File: src/rtl/spv_pkg.sv
`default_nettype none

package spv_pkg;

    // Field widths
    localparam int CNT_W  = 9;
    localparam int SUM_W  = 17;
    localparam int WAIT_W = 20;

    localparam int BUFFER_BYTES_DEF = 256;
    localparam logic [WAIT_W-1:0] TIMEOUT_RESET = WAIT_W'(25000);
    localparam logic [WAIT_W-1:0] WAIT_MAX = '1;

    // Length limits
    localparam logic [CNT_W-1:0] LEN_MIN   = CNT_W'(6);
    localparam logic [CNT_W-1:0] LEN_EIGHT = CNT_W'(8);

    // Request kinds
    localparam logic REQ_BYTE = 1'b0;
    localparam logic REQ_TICK = 1'b1;

    // Command codes refused on short packets
    localparam logic [7:0] CODE_0A = 8'h0A;
    localparam logic [7:0] CODE_E0 = 8'hE0;
    localparam logic [7:0] CODE_E4 = 8'hE4;
    localparam logic [7:0] CODE_E6 = 8'hE6;
    localparam logic [7:0] CODE_E8 = 8'hE8;

    typedef enum logic [2:0] {
        ST_WAIT     = 3'd0,
        ST_OK       = 3'd1,
        ST_SUM_BAD  = 3'd2,
        ST_REJECT   = 3'd3,
        ST_TIMEOUT  = 3'd4,
        ST_OVERFLOW = 3'd5
    } spv_status_t;

    // Packet accumulation state
    typedef struct packed {
        logic [CNT_W-1:0]  count;
        logic [SUM_W-1:0]  sum;
        logic [7:0]        addr;
        logic [7:0]        code;
        logic [7:0]        prev;
        logic [7:0]        last;
        logic [WAIT_W-1:0] wait_cnt;
    } spv_state_t;

    // One result transaction
    typedef struct packed {
        spv_status_t      status;
        logic [CNT_W-1:0] len;
        logic [7:0]       addr;
        logic [7:0]       code;
    } spv_result_t;

endpackage

`default_nettype wire

File: src/rtl/spv_step.sv
`default_nettype none

// Next-state and result logic for one received byte or idle tick.
module spv_step
    import spv_pkg::*;
#(
    parameter int BUFFER_BYTES = BUFFER_BYTES_DEF
)
(
    input  logic              req_type,
    input  logic [7:0]        byte_value,
    input  logic [WAIT_W-1:0] timeout_limit,
    input  spv_state_t        cur,
    output spv_state_t        nxt,
    output spv_result_t       res
);

    logic [WAIT_W-1:0] wait_inc;
    logic [CNT_W-1:0]  b_cnt;
    logic [SUM_W-1:0]  b_sum;
    logic [7:0]        b_addr;
    logic [7:0]        b_code;
    logic [SUM_W-1:0]  calc;
    logic [SUM_W-1:0]  trailer;
    logic              reject6;
    logic              reject8;
    logic              rejected;

    // Saturating wait counter increment
    assign wait_inc = (cur.wait_cnt == WAIT_MAX) ? cur.wait_cnt : cur.wait_cnt + 1'b1;

    // Packet contents once this byte is appended
    assign b_cnt  = cur.count + 1'b1;
    assign b_sum  = (cur.count != '0) ? cur.sum + SUM_W'(byte_value) : cur.sum;
    assign b_addr = (cur.count == CNT_W'(1)) ? byte_value : cur.addr;
    assign b_code = (cur.count == CNT_W'(2)) ? byte_value : cur.code;

    // Checksum over bytes 1..n-3 against the big-endian trailer
    assign calc    = b_sum - SUM_W'(cur.last) - SUM_W'(byte_value);
    assign trailer = {1'b0, cur.last, byte_value};

    // Code filters for short packets
    always_comb
    begin
        case (b_code) inside
            CODE_0A, CODE_E0, CODE_E4, CODE_E6, CODE_E8: reject6 = 1'b1;
            default:                                     reject6 = 1'b0;
        endcase
        case (b_code) inside
            CODE_E0, CODE_E4: reject8 = 1'b1;
            default:          reject8 = 1'b0;
        endcase
    end

    assign rejected = ((b_cnt == LEN_MIN) && reject6) || ((b_cnt == LEN_EIGHT) && reject8);

    // Transaction decision
    always_comb
    begin
        nxt        = cur;
        res.status = ST_WAIT;
        res.len    = cur.count;
        res.addr   = cur.addr;
        res.code   = cur.code;

        if (cur.wait_cnt > timeout_limit)
        begin
            // stale partial packet: drop it, any byte here is lost
            nxt        = '0;
            res.status = ST_TIMEOUT;
        end
        else if ((req_type == REQ_TICK) || (cur.count >= CNT_W'(BUFFER_BYTES)))
        begin
            if (cur.wait_cnt != '0)
            begin
                nxt.wait_cnt = wait_inc;
            end
            res.status = (req_type == REQ_TICK) ? ST_WAIT : ST_OVERFLOW;
        end
        else
        begin
            nxt.count = b_cnt;
            nxt.sum   = b_sum;
            nxt.addr  = b_addr;
            nxt.code  = b_code;
            nxt.prev  = cur.last;
            nxt.last  = byte_value;
            res.len   = b_cnt;
            res.addr  = b_addr;
            res.code  = b_code;

            if ((b_cnt < LEN_MIN) || b_cnt[0])
            begin
                nxt.wait_cnt = wait_inc;
                res.status   = ST_WAIT;
            end
            else if (rejected)
            begin
                nxt.wait_cnt = wait_inc;
                res.status   = ST_REJECT;
            end
            else if (calc != trailer)
            begin
                nxt.wait_cnt = wait_inc;
                res.status   = ST_SUM_BAD;
            end
            else
            begin
                // good packet is reported once, then the buffer starts over
                nxt        = '0;
                res.status = ST_OK;
            end
        end
    end

endmodule

`default_nettype wire

File: src/rtl/serial_packet_receive_validator_core.sv
// An accepted input transaction waits in the input register, then moves to the result register and is offered.
// Throughput: one byte or idle tick per cycle while the result side does not stall; the packet state (count, sum,
// trailer bytes, wait counter) is updated together with the result register.
// Reset (rst_n low, asynchronous): packet state, wait counter and both valid
// flags clear; timeout_limit returns to 25000.
`default_nettype none

module serial_packet_receive_validator_core
    import spv_pkg::*;
#(
    parameter int BUFFER_BYTES = BUFFER_BYTES_DEF
)
(
    input  logic              clk,
    input  logic              rst_n,
    // configuration write channel
    input  logic              cfg_valid,
    output logic              cfg_ready,
    input  logic [WAIT_W-1:0] timeout_limit,
    // input channel
    input  logic              in_valid,
    output logic              in_ready,
    input  logic              req_type,
    input  logic [7:0]        byte_value,
    // result channel
    output logic              out_valid,
    input  logic              out_ready,
    output logic [2:0]        status,
    output logic [CNT_W-1:0]  packet_length,
    output logic [7:0]        address_byte,
    output logic [7:0]        command_byte
);

    logic              in_valid_reg;
    logic              req_type_reg;
    logic [7:0]        byte_value_reg;
    logic [WAIT_W-1:0] limit_reg;
    spv_state_t        state_reg;
    spv_state_t        state_next;
    spv_result_t       result_next;
    spv_result_t       result_reg;
    logic              out_valid_reg;
    logic              advance;

    // Held item moves to the result register when that slot is free
    assign advance   = in_valid_reg && (!out_valid_reg || out_ready);
    assign in_ready  = !in_valid_reg || advance;
    assign cfg_ready = 1'b1;

    // Configuration register
    always_ff @(posedge clk or negedge rst_n)
    begin
        if (!rst_n)
        begin
            limit_reg <= TIMEOUT_RESET;
        end
        else if (cfg_valid && cfg_ready)
        begin
            limit_reg <= timeout_limit;
        end
    end

    // Input register
    always_ff @(posedge clk or negedge rst_n)
    begin
        if (!rst_n)
        begin
            in_valid_reg <= 1'b0;
        end
        else if (in_ready)
        begin
            in_valid_reg <= in_valid;
        end
    end

    always_ff @(posedge clk)
    begin
        if (in_valid && in_ready)
        begin
            req_type_reg   <= req_type;
            byte_value_reg <= byte_value;
        end
    end

    // Packet checker
    spv_step #(
        .BUFFER_BYTES (BUFFER_BYTES)
    ) u_step (
        .req_type      (req_type_reg),
        .byte_value    (byte_value_reg),
        .timeout_limit (limit_reg),
        .cur           (state_reg),
        .nxt           (state_next),
        .res           (result_next)
    );

    // Packet state
    always_ff @(posedge clk or negedge rst_n)
    begin
        if (!rst_n)
        begin
            state_reg <= '0;
        end
        else if (advance)
        begin
            state_reg <= state_next;
        end
    end

    // Result register
    always_ff @(posedge clk or negedge rst_n)
    begin
        if (!rst_n)
        begin
            out_valid_reg <= 1'b0;
        end
        else if (advance)
        begin
            out_valid_reg <= 1'b1;
        end
        else if (out_ready)
        begin
            out_valid_reg <= 1'b0;
        end
    end

    always_ff @(posedge clk)
    begin
        if (advance)
        begin
            result_reg <= result_next;
        end
    end

    assign out_valid     = out_valid_reg;
    assign status        = result_reg.status;
    assign packet_length = result_reg.len;
    assign address_byte  = result_reg.addr;
    assign command_byte  = result_reg.code;

endmodule

`default_nettype wire

File: config.mk
export PLATFORM = sky130hd
export DESIGN_NAME = serial_packet_receive_validator_core
export DESIGN_NICKNAME = d
export VERILOG_FILES = /design/src/rtl/spv_pkg.sv /design/src/rtl/spv_step.sv /design/src/rtl/serial_packet_receive_validator_core.sv
export SDC_FILE = /design/constraint.sdc
export NUM_CORES = 1
export LEC_CHECK = 0
export BUFFER_PORTS_ARGS = -buffer_cell sky130_fd_sc_hd__buf_2
export CORE_UTILIZATION = 29
export CTS_BUF_LIST = sky130_fd_sc_hd__clkbuf_8
export CTS_CLUSTER_SIZE = 12
export DETAILED_ROUTE_END_ITERATION = 6
export SYNTH_ARGS = -nofsm -noshare
export SYNTH_HDL_FRONTEND = slang
export SYNTH_SLANG_ARGS = --single-unit
File: constraint.sdc
create_clock -name clk -period 8.1 [get_ports clk]
set_clock_uncertainty 0.2 [all_clocks]
set_input_delay 0.81 -clock clk [delete_from_list [all_inputs] [get_ports clk]]
set_output_delay 0.81 -clock clk [all_outputs]
set_load 0.02 [all_outputs]
==> out/summary.txt <==
Leakage = 4.10 nW
Seq cells post-synth = 129
Post CTS Setup Buffer Count = 0
R2r setup slk = 1.30 ns
Max clock buf depth = 2
# hold bufs at CTS = 0
Critical path class = reg -> reg
Synth top area share = 25.6%
Max reg flops = 70
Residual DRC = 0
Fmax = 0.147 GHz
Site row count = 62
DP Cell Count = 1,295
PortBufs = 63
DIE WIDTH = 172 um
CTS Sinks = 129
Synth top cells by count = dfrtp_1, nand2_1, inv_1, a21oi_1, o21ai_0
Largest net degree at the start of global routing = 61
Worst-Skew Late Latency = 0.47 ns
Area delta synth->final = 13.7%
Largest area contributor in the netlist = dfrtp_1
CP arrival = 6.95 ns
Syn_nets = 970
Post-synth ARST share = 71.3%
Tmin final = 6.80 ns
Unique masters post-synth = 81
Routed wire length = 20.8 mm
ANT cells = 0
Crit path launch type = flop
Setup TNS = 0 ns
Kind of end point of the critical path = flop
Die Area = 29,700 um^2
Post-Synthesis Cell Area = 8420 um^2
Final instance area = 9570 um^2
Synth Warn # = 0
Post-Syn Area per Cell = 9.54 um^2
Crit path max fanout = 21
Routed vias = 6,877
Synth top area cells = dfrtp_1, edfxtp_1, ha_1, nand2_1, a21oi_1
Post-CTS sizing = 0
Final Max Slew Viols = 0
Sequential area share after synthesis = 40.6%
Status = finished clean
Fin nets = 1,018
Vias in the first global route = 6,493
I/O Pins = 65
Rel. slew slack = 18.1%
Tcrit/Tclk final = 84.0%
Initial Utilization = 29.4%
CTS Root Cell = clkbuf_8
Die span in y = 172 um
Post-synth top flop = dfrtp_1
Crit. Startpoint = state_reg[69]
Max-cap violations = 0
DR iter-0 viols = 485
Mapped Cells = 882
FF-to-FF Start = state_reg[69]
Hpwl dp = 14.9 mm
Endpoints failing setup = 0
Cts bufs inserted = 17
Final cell count without fillers = 1,327
Global Route Usage Sum = 14.9%
RD Place Congestion = 0.838
CTS tree = built
Max rail drop VDD = 0.146 mV
Power per cell area = 399 nW/um^2
Clock slew at the register clock pins of the worst setup and hold paths = 0.09 ns
Hold crit path type = in -> async
Grt ovf = 0
Area after DPL = 9130 um^2
Final Hold Violating Endpoints = 0
Core area = 28,600 um^2
Initial DRT Pass Iterations = 7
Most common cell in the netlist = dfrtp_1
First-pass GRT wire length = 34.6 mm
Initial antenna violation count = 1
Vias/cell = 5.18
Antenna Nets Post-Route = 0
Worst-Margin Slew = 1.23 ns
Worst endpoint required time = 8.25 ns
Wire per inst = 15.7 um
Unrepaired setup endpoints after global routing = no
Share of cells above drive strength 1 = 16.1%
CTS H-tree depth = 4
Number of enable flip-flop cells after synthesis = 37
-- power by group --
group | internal [mW] | total [mW] | leakage, nW | switching (mW)
logic | 0.939 | 2.20 | 2.38 | 1.26
clock network | 0.339 | 0.627 | 0.220 | 0.288
registers | 0.826 | 0.993 | 1.50 | 0.167
-- layout make-up --
cell class                 count  area (um^2)
clock buffer                  17          234
timing repair buffer          79          438
sequential                   129         3420
clock inverter                15          205
multi-input combinational    643         4570
fill                        2900        19100
inverter                      60          225
tap                          384          480
-- critical path, cell delays in order (launching register included) --
cell and delay, ns:
dfrtp_1 0.48, inv_1 0.17, ha_1 0.17, or4b_1 0.50, nor2_1 0.12, buf_4 0.21, nor2_1 0.07, a21oi_1 0.18
fa_1 0.44, inv_1 0.09, ha_1 0.27, and2_1 0.19, a221o_1 0.32, o31a_1 0.27, a31o_1 0.28, or2_1 0.25
or4_1 0.50, a311o_1 0.41, a2111oi_4 0.41, and3_1 0.78, nor2_1 0.16, a21o_1 0.21
-- layer usage --
layer | vias to the layer above | GRT usage, % | part of all wire, %
met5 | - | 0 | 0.048
met4 | 2 | 4.23 | 1.2
met3 | 19 | 2.47 | 3.9
met2 | 149 | 23.1 | 46
met1 | 3352 | 21.1 | 49
li1 | 3355 | - | -
-- metrics by stage --
stage	hold slack [ns]	total power [mW]	setup slack, ns	util (%)
finish	0.0841	3.82	1.30	33.4
global route	0.109	4.16	0.850	33.4
CTS	0.0818	3.82	1.33	33.4
detailed placement	0.285	3.18	1.35	31.9
global placement	0.269	3.16	1.40	31.9
floorplan	0.257	2.71	2.02	-
-- worst paths after layout --
kind / to / depth (start not counted)
min in group clk: out_valid / 1
min reg2reg: out_valid / 1
max: state_reg[1] / 21
max reg2reg: state_reg[1] / 21
min: state_reg[47] / 1
max in group asynchronous: in_valid_reg / 2
-- logic make-up (layout without fill, tap and decap cells) --
family                   Yosys count  in the layout  share of synthesized area, %
multiplexers                      21             21                          2.75
buffers and inverters            110            171                          5.14
flip-flops                       129            129                          40.6
adder cells (fa/ha/maj)           54             54                          8.83
AO/OA/AOI/OAI                    258            258                          21.2
AND/OR/NAND/NOR                  267            267                          17.0
XOR/XNOR                          42             42                          4.37
other                              1              1                        0.0446
-- cells in the final DEF, fill, tap and decap left out, drive strengths merged, types with 17 or more instances in the layout --
| cell | netlist | final |
|---|---|---|
| nand2 | 85 | 85 |
| a22o | 19 | 19 |
| mux2 | 17 | 17 |
| nor2 | 24 | 24 |
| inv | 60 | 65 |
| xnor2 | 29 | 29 |
| a31oi | 28 | 28 |
| a21o | 30 | 30 |
| dfrtp | 86 | 86 |
| a21oi | 51 | 51 |
| nand3 | 30 | 30 |
| clkbuf | 35 | 17 |
| buf | 15 | 79 |
| o21ai | 51 | 51 |
| edfxtp | 37 | 37 |
| ha | 45 | 45 |
Power figures use the tool's default switching activity.
